[src/design/srf_ram.sv]
// srf_ram: generic simple dual-port ram, one write and one registered read port
// no dependencies

module srf_ram #(
	parameter int WIDTH = 64,
	parameter int DEPTH = 64,
	localparam int AW = (DEPTH > 1) ? $clog2(DEPTH) : 1
) (
	input  logic             clk,
	input  logic             we,
	input  logic [AW-1:0]    waddr,
	input  logic [WIDTH-1:0] wdata,
	input  logic             re,
	input  logic [AW-1:0]    raddr,
	output logic [WIDTH-1:0] rdata
);

	logic [WIDTH-1:0] mem_q [DEPTH];

	// write port
	always_ff @(posedge clk) begin
		if (we) begin
			mem_q[waddr] <= wdata;
		end
	end

	// registered read, holds when not enabled
	always_ff @(posedge clk) begin
		if (re) begin
			rdata <= mem_q[raddr];
		end
	end

endmodule

[config.mk]
export PLATFORM = sky130hd
export DESIGN_NAME = srf_ram
export DESIGN_NICKNAME = d
export VERILOG_FILES = /design/src/design/srf_ram.sv
export SDC_FILE = /design/constraint.sdc
export NUM_CORES = 2
export LEC_CHECK = 0
export ABC_CLOCK_PERIOD_IN_PS = 16970
export BUFFER_PORTS_ARGS = -buffer_cell sky130_fd_sc_hd__buf_2
export CAP_MARGIN = 10
export CORE_MARGIN = 4
export CORE_UTILIZATION = 26
export CTS_BUF_LIST = sky130_fd_sc_hd__clkbuf_8
export DETAILED_ROUTE_END_ITERATION = 8
export PLACE_DENSITY_LB_ADDON = 0.1
export SYNTH_ARGS = -nofsm -noshare
export SYNTH_HDL_FRONTEND = slang
export SYNTH_SLANG_ARGS = --single-unit
[constraint.sdc]
create_clock -name clk -period 16.97 [get_ports clk]
set_input_delay 5.091 -clock clk [delete_from_list [all_inputs] [get_ports clk]]
set_output_delay 5.091 -clock clk [all_outputs]
set_load 0.1 [all_outputs]
======== Word-level counts from Yosys, hierarchy flattened ========
Memories as Yosys holds them, arrays and structs flattened. A register that Yosys moved wholly into a read port is not among the register bits.
Cells that the tools add are included.
cells by class
  mux-type cells .......................... 2
operators by type and width
  kind               count
  1-bit two-way mux  2
word-level totals
  memories kept ........................... 1
  bits in writable memories ............... 4096
  input port bits ......................... 79
  register bits ........................... 0
memories
  memory  depth  bits a word  read ports  clocked after Yosys merged registers in  wr ports  line  source
  mem_q   64     64           1           1                                        1         18    logic [WIDTH-1:0] mem_q [DEPTH];

======== Depth between registers and ports, before layout ========
  depth after elaboration ................. 2
  depth in mapped cells ................... 9
  mapped depth without buffers ............ 5

======== Worst setup path before layout ========
OpenSTA, ideal clock, no wires.
  path type ............................... input-to-reg
  start ................................... in waddr[3]
  end ..................................... mem mem_q[48][0] (enable)
  stages .................................. 4
  required time ........................... 16.406 ns
  slack ................................... 6.443 ns
  arrival ................................. 9.963 ns
  buffers on the path ..................... 1
  setup time .............................. 0.564 ns
  cell sequence ........................... clkbuf_1 -> nor2b_1 -> nand4b_1 -> nor3_1
RTL lines
  item         line  source
  from (decl)  11    input logic [AW-1:0] waddr,
  to (decl)    18
No word-level cell before the write port.

==> metrics.csv <==
metric;value;unit
run status;finished, final reports clean;
Yosys reg bits;4160;
CTS root buf;clkbuf_8;
antenna violations before repair;73;
reg2reg setup slack;14.71;ns
FF-to-FF End;rdata[17]$_DFFE_PP_;
CTS Buf Count;730;
via count;76900;
hold endpoint;rdata[62]$_DFFE_PP_;
R2R depth;5;
critical path fanouts, max;90;
DR DRC count;0;
LEAKAGE;56.1;nW
Synth Warn #;0;
Routability Congestion;0.713;
final global-route overflow total;0;
DR iter-0 viols;7762;
Critical Path AT;8.91;ns
fill cell count;58400;
Hold Violations, Final;0;
CTS Hold Bufs;0;
chip width;785;um
clk slew on worst S/H paths;0.06;ns
Largest stage delay, worst path;0.69;ns
Mapped Area;157000;um2
Mapped Nets;6677;
type of the worst setup path;input pin to flip-flop;
GR Util met2;0.307;
DRT Wirelength;562;mm
Post-Synthesis Mean Instance Area;23.8;um2
CP Capture Type;flip-flop;
highest clock rate;0.128;GHz
Final HPWL DP;289;mm
area grow syn2layout;15.9;%
largest net degree at the start of global routing;106;
Setup violations, final;0;
cts repair resizes;0;
Worst path top cell family by delay;buffers and inverters;
io pins;143;
Clock Path Buffers;4;
final clock skew;0.0647;ns
Post-CTS Setup Bufs;0;
CP Depth;7;
Power Density;116;nW/um2
vias per cell;4.82;
Critical R2R Launch;mem_q[63][17]$_DFFE_PP_;
share of cells above drive strength 1;0.300;
DIE HEIGHT;785;um
hold path depth;4;
power after layout;21.0;mW
commonest non-fill, non-tap cells in the layout;4160 x edfxtp_1, 1024 x mux4_2, 744 x clkbuf_8, 262 x inv_1, 187 x buf_4;
final non-filler cell total;16000;
CTS tree;built;
Worst Hold Launch;mem_q[55][62]$_DFFE_PP_;
Slew HR;0.167;
Routed Antenna Nets;0;
Worst-Margin Slew;1.25;ns
Pre-antenna DRT Iters;5;
Critical Path RT;18.05;ns
worst-skew pair later-pin latency;1.30;ns
# clock sinks;4160;
Die ar.;616000;um2
post-route setup TNS;0;ns
Core Area;602000;um2
commonest non-fill, non-tap cell in the layout;edfxtp_1;
cells after synthesis;6598;
Placed Cells;14600;
GR peak layer;met2;
GRT Util Overall;0.179;
Bufs and invs on worst path;3;
IO buf count;142;
first-pass GRT wire length;750;mm
Seq/Total Area, Yosys;0.796;
vias in the first global route;81100;
Final Max Slew Viols;0;
nets@finish;7412;
Max-Cap Viols;0;
fin crit period;7.82;ns
Yosys cell types;32;
Hold Path Class;flip-flop to flip-flop;
detailed-route wire length per cell;35.2;um
Initial Util;0.261;
worst-path cell chain;buf_8, buf_12, buf_12, or2_2, o22ai_1, o22ai_1, and3_1;
Rows;285;
RSZ-0062 raised after global routing;no;
GR Util met3;0.0274;
met1 usage;0.241;
worst vdd ir;0.0000776;V
Critical Path Slowest Stage Cell;or2_2;
final period utilization;0.461;
CTS H-Tree Depth;6;
Startpoint Class;input pin;
[Yosys cell counts]
cell type	n	area, um2
nor3_1	2	10.0
nor2_1	112	420
inv_1	19	71.3
nor2b_1	28	175
o221ai_1	38	333
a22o_1	88	771
buf_2	170	851
o22ai_1	83	519
a31oi_1	18	113
nand3_1	45	225
nand4b_1	1	8.76
buf_4	34	255
edfxtp_1	4160	125000
nand3b_1	2	15.0
clkbuf_1	140	526
a22oi_1	168	1260
a211oi_1	63	473
buf_6	6	67.6
a41oi_1	26	228
or2_2	28	175
or3b_2	1	8.76
and3_1	64	400
or3_1	29	181
buf_1	20	75.1
a31o_1	1	8.76
mux2i_1	135	1350
nand2_1	58	218
nand2b_1	11	68.8
nand4_1	2	12.5
a2bb2oi_1	19	166
mux4_2	1024	23100
and2_1	3	18.8
[power breakdown]
group / leakage (nW) / switching, mW / internal (mW)
Sequential: 37.5 / 0.0445 / 11.4
Combinational: 11.1 / 0.781 / 0.351
Clock: 7.53 / 4.25 / 4.20
Total: 56.1 / 5.08 / 16.0
[cell type report]
type	count	area, um2	share of cell area
Sequential cell	4160	125000	0.687
Multi-Input combinational cell	2049	30800	0.169
Clock buffer	744	10200	0.0563
Tap cell	8036	10100	0.0553
Timing Repair Buffer	373	3040	0.0167
Clock inverter	543	2710	0.0149
Inverter	19	71.3	0.000392
Antenna cell	26	65.1	0.000358
[worst register-to-register path, delay by kind of cell, from the launching register on]
kind	cells	cell delay, ns
muxes	2	0.68
AOI/OAI and AO/OA	3	0.94
DFF	1	0.36
[state kept, by name, summed over array words and instances (netlist names)]
name,flops
mem_q,4096
rdata,64
[cells by family after synthesis]
logic type,synth area share
muxes,0.156
and+or+nand+nor,0.0123
buffers and inverters,0.0118
AOI/OAI and AO/OA,0.0247
DFF,0.796
[per-stage QoR]
stage / utilization / instance area, um2 / hold slack, ns / setup WS (ns)
floorplan: - / 157000 / 0.865 / 6.44
global placement: 0.280 / 169000 / 0.894 / 7.65
detailed placement: 0.280 / 169000 / 0.906 / 7.64
CTS: 0.302 / 182000 / 0.899 / 9.04
global route: 0.302 / 182000 / 0.941 / 8.84
finish: 0.302 / 182000 / 0.907 / 9.15
[metal layers]
metal / part of all wire / wire, um / vias to the layer above
met1: 0.43 / 242000 / 43500
met4: 0.021 / 11800 / 2
met3: 0.049 / 27700 / 741
met2: 0.50 / 280000 / 2408
met5: 0.000012 / 7 / -
li1: - / - / 30200
[worst max path at each step]
stage / start / slack [ns] / endpoint
finish: raddr[1] / 9.15 / rdata[28]$_DFFE_PP_
global route: raddr[0] / 8.84 / rdata[57]$_DFFE_PP_
CTS: rdata[61]$_DFFE_PP_ / 9.04 / rdata[61]
detailed placement: raddr[0] / 7.64 / rdata[60]$_DFFE_PP_
global placement: raddr[0] / 7.65 / rdata[60]$_DFFE_PP_
floorplan: waddr[3] / 6.44 / mem_q[48][0]$_DFFE_PP_
No activity file was read; power rests on OpenSTA's default activity.
