===== config.mk =====
export PLATFORM = sky130hd
export DESIGN_NAME = srf_ctrl
export DESIGN_NICKNAME = d
export VERILOG_FILES = /design/src/design/srf_pkg.sv /design/src/design/srf_ctrl.sv
export SDC_FILE = /design/constraint.sdc
export NUM_CORES = 1
export LEC_CHECK = 0
export BUFFER_PORTS_ARGS = -buffer_cell sky130_fd_sc_hd__buf_2
export CORE_MARGIN = 2
export CORE_UTILIZATION = 45
export DETAILED_ROUTE_END_ITERATION = 6
export GPL_TIMING_DRIVEN = 0
export PLACE_DENSITY_LB_ADDON = 0.05
export SETUP_SLACK_MARGIN = 0.3
export SYNTH_ARGS = -nofsm -noshare
export SYNTH_HDL_FRONTEND = slang
export SYNTH_SLANG_ARGS = --single-unit

===== constraint.sdc =====
create_clock -name clk -period 1.8 [get_ports clk]
set_clock_uncertainty 0.1 [all_clocks]
set_input_delay 0.09 -clock clk [delete_from_list [all_inputs] [get_ports clk]]
set_output_delay 0.09 -clock clk [all_outputs]
set_load 0.01 [all_outputs]

===== src/design/srf_pkg.sv =====
// srf_pkg: shared types and codes for the systolic row feeder
// no dependencies; every other file of the feeder except srf_ram imports it

package srf_pkg;

	// fixed widths of the channel payloads
	localparam int WORD_W   = 64;
	localparam int STATUS_W = 3;
	localparam int CFG_IDX_W = 4;
	localparam int CFG_DAT_W = 8;

	// input operation codes
	localparam logic OP_LOAD  = 1'b0;
	localparam logic OP_DRAIN = 1'b1;

	// result status codes
	localparam logic [STATUS_W-1:0] ST_FORWARD = 3'd0;
	localparam logic [STATUS_W-1:0] ST_FEED    = 3'd1;
	localparam logic [STATUS_W-1:0] ST_REJECT  = 3'd2;
	localparam logic [STATUS_W-1:0] ST_EMPTY   = 3'd3;
	localparam logic [STATUS_W-1:0] ST_STORED  = 3'd4;

	// configuration register indexes
	localparam logic [CFG_IDX_W-1:0] CFG_KEEP_SLICE = 4'd0;
	localparam logic [CFG_IDX_W-1:0] CFG_FORWARD_EN = 4'd1;

	// per-transaction result info from the controller
	typedef struct packed {
		logic [STATUS_W-1:0] status;
		logic                mark;
		logic                block_end;
		logic                from_mem;
	} res_info_t;

	// controller status flags
	typedef struct packed {
		logic fill_full;
		logic drain_ready;
	} ctrl_stat_t;

endpackage


===== src/design/srf_ctrl.sv =====
// srf_ctrl: fill and drain counters, bank swap and ram addressing of the feeder
// depends on srf_pkg

module srf_ctrl
	import srf_pkg::*;
#(
	parameter int SLICES = 4,
	parameter int ROWS_PER_BLOCK = 4,
	parameter int COLS_PER_BLOCK = 8,
	parameter int REPEATS = 4,
	localparam int BANK_WORDS = ROWS_PER_BLOCK * COLS_PER_BLOCK,
	localparam int ADDR_W = $clog2(2 * BANK_WORDS)
) (
	input  logic              clk,
	input  logic              arst_n,
	input  logic              accept,
	input  logic              op,
	input  logic              new_pair,
	input  logic [1:0]        keep_slice,
	input  logic              forward_enable,
	output logic              ram_we,
	output logic [ADDR_W-1:0] ram_waddr,
	output logic              ram_re,
	output logic [ADDR_W-1:0] ram_raddr,
	output res_info_t         info,
	output ctrl_stat_t        stat
);

	localparam int SLW = (SLICES > 1) ? $clog2(SLICES) : 1;
	localparam int PW  = (BANK_WORDS > 1) ? $clog2(BANK_WORDS) : 1;
	localparam int RPW = (REPEATS > 1) ? $clog2(REPEATS) : 1;
	localparam int RW  = (ROWS_PER_BLOCK > 1) ? $clog2(ROWS_PER_BLOCK) : 1;
	localparam int CW  = (COLS_PER_BLOCK > 1) ? $clog2(COLS_PER_BLOCK) : 1;

	logic [SLW-1:0] slice_q, slice_n;
	logic [PW-1:0]  pos_q, pos_n;
	logic [RPW-1:0] rep_q, rep_n;
	logic [RW-1:0]  row_q, row_n;
	logic [CW-1:0]  col_q, col_n;
	logic           full_q, full_n;
	logic           dready_q, dready_n;
	logic           fmark_q, fmark_n;
	logic           dmark_q, dmark_n;
	logic           bank_q, bank_n;
	logic [ADDR_W-1:0] fill_idx, drain_idx;

	// bank-local indexes into the shared ram
	always_comb begin
		fill_idx  = ADDR_W'(pos_q);
		drain_idx = ADDR_W'(row_q) * ADDR_W'(COLS_PER_BLOCK) + ADDR_W'(col_q);
		ram_waddr = bank_q ? fill_idx + ADDR_W'(BANK_WORDS) : fill_idx;
		ram_raddr = bank_q ? drain_idx : drain_idx + ADDR_W'(BANK_WORDS);
	end

	// next state and result of one transaction
	always_comb begin
		slice_n  = slice_q;
		pos_n    = pos_q;
		rep_n    = rep_q;
		row_n    = row_q;
		col_n    = col_q;
		full_n   = full_q;
		dready_n = dready_q;
		fmark_n  = fmark_q;
		dmark_n  = dmark_q;
		bank_n   = bank_q;
		ram_we   = 1'b0;
		ram_re   = 1'b0;
		info     = '{status: ST_EMPTY, mark: 1'b0, block_end: 1'b0, from_mem: 1'b0};
		if (accept) begin
			if (op == OP_LOAD) begin
				if (full_q) begin
					info.status = ST_REJECT;
				end else begin
					ram_we  = (32'(slice_q) == 32'(keep_slice));
					fmark_n = new_pair;
					if (pos_q == PW'(BANK_WORDS - 1)) begin
						pos_n = '0;
						if (slice_q == SLW'(SLICES - 1)) begin
							slice_n = '0;
							full_n = 1'b1;
							info.block_end = 1'b1;
						end else begin
							slice_n = slice_q + 1'b1;
						end
					end else begin
						pos_n = pos_q + 1'b1;
					end
					info.status = forward_enable ? ST_FORWARD : ST_STORED;
					info.mark   = forward_enable & new_pair;
				end
			end else if (dready_q) begin
				ram_re        = 1'b1;
				info.status   = ST_FEED;
				info.from_mem = 1'b1;
				// only the first column of a block carries the mark
				info.mark     = dmark_q && (col_q == '0);
				if (rep_q == RPW'(REPEATS - 1)) begin
					rep_n = '0;
					if (row_q == RW'(ROWS_PER_BLOCK - 1)) begin
						row_n = '0;
						if (col_q == CW'(COLS_PER_BLOCK - 1)) begin
							col_n = '0;
							info.block_end = 1'b1;
							dready_n = 1'b0;
							dmark_n = 1'b0;
						end else begin
							col_n = col_q + 1'b1;
						end
					end else begin
						row_n = row_q + 1'b1;
					end
				end else begin
					rep_n = rep_q + 1'b1;
				end
			end
		end
		// swap banks once the fill is complete and the drain is done
		if (full_n && !dready_n) begin
			dready_n = 1'b1;
			dmark_n  = fmark_n;
			fmark_n  = 1'b0;
			full_n   = 1'b0;
			bank_n   = ~bank_q;
		end
	end

	// control registers
	always_ff @(posedge clk or negedge arst_n) begin
		if (!arst_n) begin
			slice_q  <= '0;
			pos_q    <= '0;
			rep_q    <= '0;
			row_q    <= '0;
			col_q    <= '0;
			full_q   <= 1'b0;
			dready_q <= 1'b0;
			fmark_q  <= 1'b0;
			dmark_q  <= 1'b0;
			bank_q   <= 1'b0;
		end else begin
			slice_q  <= slice_n;
			pos_q    <= pos_n;
			rep_q    <= rep_n;
			row_q    <= row_n;
			col_q    <= col_n;
			full_q   <= full_n;
			dready_q <= dready_n;
			fmark_q  <= fmark_n;
			dmark_q  <= dmark_n;
			bank_q   <= bank_n;
		end
	end

	assign stat = '{fill_full: full_q, drain_ready: dready_q};

endmodule


# Yosys cells after proc, flatten, opt, wreduce, memory -nomap -nowiden

Index checks and enable logic that the tools add are counted.

Flip-flop bits (word level): 19
Bits of input ports: 8
Output and inout bits: 22
Word-level logic and storage cells: 91

$add $sub $neg: 8
Eq/ne operators: 6
Mux-type cells: 47
Bitwise operators: 4
Reductions and logical operators: 16

Operators with widths:

| kind                                         | count |
|---|---|
| two-way mux 1 bit                            | 34 |
| two-way mux 6 bit                            | 3 |
| two-way mux 5 bit                            | 3 |
| nonzero test 2 bit                           | 6 |
| two-way mux 3 bit                            | 3 |
| two-way mux 2 bit                            | 4 |
| AND reduction 4 bit                          | 2 |
| adder 2 x 1 -> 2 bit (second input constant) | 3 |
| adder 5 x 3 -> 6 bit                         | 1 |
| adder 5 x 6 -> 6 bit (second input constant) | 1 |
| adder 6 bit (second input constant)          | 1 |
| equality test 2 bit (second input constant)  | 3 |
| AND reduction 3 bit                          | 2 |
| AND reduction 6 bit                          | 1 |
| adder 5 x 1 -> 5 bit (second input constant) | 1 |
| equality test 5 bit (second input constant)  | 1 |
| AND reduction 5 bit                          | 1 |
| adder 3 x 1 -> 3 bit (second input constant) | 1 |
| equality test 3 bit (second input constant)  | 1 |
| logical NOT 3 bit                            | 1 |
| inverter 1 bit                               | 3 |
| equality test 2 bit                          | 1 |
| logical AND 1 bit                            | 2 |
| bitwise AND 1 bit                            | 1 |
| logical NOT 1 bit                            | 1 |

# Longest topological paths before layout

Word-level depth: 11
Mapped depth: 7

# Worst setup path before layout

Ideal clock, no wire load.

Kind: flip-flop to flip-flop
Start: register pos_q[0]
End: register dmark_q
Setup time: 0.090 ns
Data arrival time: 1.751 ns
Path slack: -0.142 ns
Stages on the path, launching flop included: 8
Buffers on the path: 0
Clock period less this slack: 1.942 ns
Cells stage by stage: dfrtp_1 -> ha_1 -> and3_1 -> ha_1 -> nand4b_1 -> nor2b_1 -> a21oi_1 -> o221ai_1

Word-level cells in the longest chain between the ends: 8
Elaborated cells between the ends (all ways): 14

Ends and longest elaborated chain:

| item                                 | RTL line        | text |
|---|---|---|
| from (decl)                          | srf_ctrl.sv:36  | `logic [PW-1:0] pos_q, pos_n;` |
| from (signal assigned)               | srf_ctrl.sv:143 | `pos_q <= pos_n;` |
| equality test 5 bit (*)              | srf_ctrl.sv:77  | `if (pos_q == PW'(BANK_WORDS - 1)) begin` |
| two-way mux 1 bit (*)                | srf_ctrl.sv:77  |  |
| two-way mux 1 bit (*)                | srf_ctrl.sv:72  | `if (full_q) begin` |
| two-way mux 1 bit (*)                | srf_ctrl.sv:71  | `if (op == OP_LOAD) begin` |
| two-way mux 1 bit (*)                | srf_ctrl.sv:70  | `if (accept) begin` |
| logical AND 1 bit (*)                | srf_ctrl.sv:119 | `if (full_n && !dready_n) begin` |
| nonzero test 2 bit (no source line)  | -               |  |
| AND reduction 6 bit (no source line) | -               |  |
| to (signal assigned)                 | srf_ctrl.sv:150 | `dmark_q <= dmark_n;` |
| to (decl)                            | srf_ctrl.sv:43  | `logic dmark_q, dmark_n;` |

Every way passes the cells marked *; elsewhere a longest branch is shown, timed or not.
A chain may end at the register's enable or synchronous reset.

==> flow_summary.json <==
{
  "synth_top_area_cell": "dfrtp_1",
  "cts_tree": "done",
  "die_area_um2": 2756,
  "crit_fanout": 3,
  "muxShareOfSynthArea": 0.07447,
  "worstSetupEndpointType": "output port",
  "critical_path_arrival_ns": 1.59,
  "fin_crit_ns": 1.783,
  "max_cap_violations": 0,
  "io_pins": 30,
  "via_per_inst": 5.115,
  "synth_area_um2": 1059,
  "antenna_found_initial": 0,
  "crit_family": "flip-flops",
  "cp_cell_sequence": "ha_4, and3_4, ha_4, a32o_1, buf_2",
  "synth-simple-area-share": 0.2139,
  "nets": 171,
  "die_h_um": 52.50,
  "cts-root-buf": "clkbuf_4",
  "n_fill_cell": 175,
  "area_growth_pct": 46.45,
  "path_clk_slew_ns": 0.12,
  "gp_congestion": 0.7416,
  "synth_compound_area_frac": 0.08511,
  "synth_xor_xnor_area_share": 0.02482,
  "wl_per_cell_um": 13.53,
  "synth_edf_count": 0,
  "yosysMostFrequentCell": "dfrtp_1",
  "hold_violations": 0,
  "avgSynthCellArea_um2": 9.986,
  "crit_slowest_cell": "dfrtp_2",
  "irDropWorstVdd_mv": 0.5301,
  "layout_setup_ws_ns": 0.01698,
  "synthFlopType": "dfrtp_1",
  "grt_usage": 0.1920,
  "synth_area_leaders": "dfrtp_1 (45%), ha_1 (9.5%), nand2_1 (6.4%)",
  "routed_wl_um": 2462,
  "cp_common_cell": "ha_4",
  "first_pass_iters": 4,
  "clk_latency_ns": 0.30,
  "drc": 0,
  "setup_tns_ns": 0,
  "synthTopCellsByCount": "dfrtp_1 (19), nand2_1 (18), nor2_1 (9), ha_1 (8)",
  "die_width_um": 52.50,
  "synth_fa_ha_area_frac": 0.09456,
  "grt-ovfl-total": 0,
  "clockBufferDepth": 2,
  "ys_seq_area_frac": 0.4492,
  "rows": 17,
  "final_cells": 182,
  "cts_sinks": 19,
  "drive_gt1_frac": 0.5519,
  "slowest_delay_ns": 0.45,
  "grt_pass1_wl_um": 3822,
  "max_freq_mhz": 560.8,
  "syn-num-nets": 122,
  "slew_violations": 0,
  "drtIter0Drc": 11,
  "num_vias": 931,
  "min_period_over_period": 0.9906,
  "regToRegSetupSlack_ns": 0.03,
  "synth_top_area_frac": 0.4492,
  "crit_type": "flip-flop to output port",
  "numCtsBuffers": 3,
  "post-route-util": 0.7008,
  "postSynth.asyncResetShare": 1.000,
  "grt_max_degree": 20,
  "synth_top_family_by_area": "simple AND/OR/NAND/NOR gates",
  "rsz0062_at_grt": "true",
  "outcome": "finished, final reports clean",
  "power_density_nw_per_um2": 658.6,
  "worstSetupStartpointType": "flip-flop",
  "synth_cell_types": 33,
  "dpl.cell_count": 163,
  "p_leak_nw": 0.8097,
  "num_antenna_cells": 0,
  "grt_pass1_vias": 902,
  "max_slew.worst_pin.slew_ns": 0.4416,
  "yosys_warnings": 0,
  "max_slew_margin": 0.7056,
  "fp.coreArea_um2": 2212,
  "io_buffers": 29,
  "final_antenna_net_count": 0,
  "ys_seq_elements": 19,
  "syn_inst": 106,
  "required_ns": 1.61,
  "initial_core_util": 0.4785,
  "place_ws_ns": 0.04760,
  "htree_levels": 1,
  "dp_hpwl_um": 1565,
  "final-setup-viol-count": 0,
  "crit_buf_inv": 1,
  "hold_path.class": "input pin to async pin"
}
[final timing paths]
check,start,to,cells after the start
min in group clk,op,dmark_q$_DFFE_PN0P_,5
setup / recovery,pos_q[0]$_DFFE_PN0P_,info[1],5
hold reg to reg,pos_q[3]$_DFFE_PN0P_,pos_q[3]$_DFFE_PN0P_,1
setup reg to reg,pos_q[0]$_DFFE_PN0P_,slice_q[0]$_DFFE_PN0P_,7
max in group asynchronous,arst_n,full_q$_DFF_PN0_,2
hold / removal,arst_n,pos_q[2]$_DFFE_PN0P_,2
[per-stage QoR]
| step | instance area, um2 | hold WS (ns) | total power, W |
|---|---|---|---|
| finish | 1550 | 0.1404 | 0.001021 |
| global route | 1550 | 0.1619 | 0.001089 |
| CTS | 1449 | 0.1304 | 0.0009981 |
| detailed placement | 1271 | -0.04005 | 0.0007340 |
| global placement | 1271 | -0.04222 | 0.0007257 |
| floorplan | 1091 | -0.3056 | 0.0006451 |
[routing by layer]
layer | global-route usage | vias up | share of wire
li1 | - | 459 | -
met1 | 0.2218 | 447 | 0.45
met2 | 0.3354 | 21 | 0.50
met3 | 0.04000 | 4 | 0.036
met4 | 0.08974 | 0 | 0.017
met5 | 0 | - | 0
[repair_timing]
action | CTS | global route
endpoints found under the setup margin | 16 | 17
buffers inserted | 9 | 4
resized for setup | 15 | 21
hold buffers | 2 | 0
pin swaps | 7 | 7
endpoints found under the hold margin | 20 | 0
[layout make-up]
type                       instances  area (um2)  area share
clock buffer                       3       22.52     0.01453
clock inverter                     1       5.005    0.003228
timing repair buffer              44       285.3      0.1840
multi-input combinational         77       660.6      0.4261
inverter                           4       17.52     0.01130
tap                               28       35.03     0.02260
buffer                             6       46.29     0.02986
sequential                        19       478.0      0.3083
[cells by family after synthesis]
kind of cell    after synthesis
simple gates                 44
flops                        19
compound gates               15
buf+inv                      10
fa+ha+maj                     8
mux                           7
xor+xnor                      3
[report_power, final]
group	total, W	internal (W)	switching (W)
clock	0.000224	0.0000828	0.000141
combinational	0.000265	0.000132	0.000132
sequential	0.000532	0.000474	0.0000584
total	0.00102	0.000689	0.000332
[cell usage in the layout, fill, tap and decap left out, types with 2 or more instances in the layout]
cell	n
buf_4	12
xor2_1	2
nor2_2	2
nand2_1	15
nand2_2	2
nor3_2	2
buf_6	5
mux2_2	2
nor2_1	6
o21ai_1	4
dfrtp_2	2
nor2_4	2
dfrtp_1	17
mux2_4	3
dlygate4sd3_1	2
o21ai_2	2
buf_2	30
inv_1	2
o21ai_0	2
ha_1	4
ha_4	3
mux2_1	2
clkbuf_4	3
[state kept, by name (all words and copies together), names as in the netlist]
name      cells
bank_q        1
col_q         3
dmark_q       1
dready_q      1
fmark_q       1
full_q        1
pos_q         5
rep_q         2
row_q         2
slice_q       2
No activity file was read; power rests on OpenSTA's default activity.
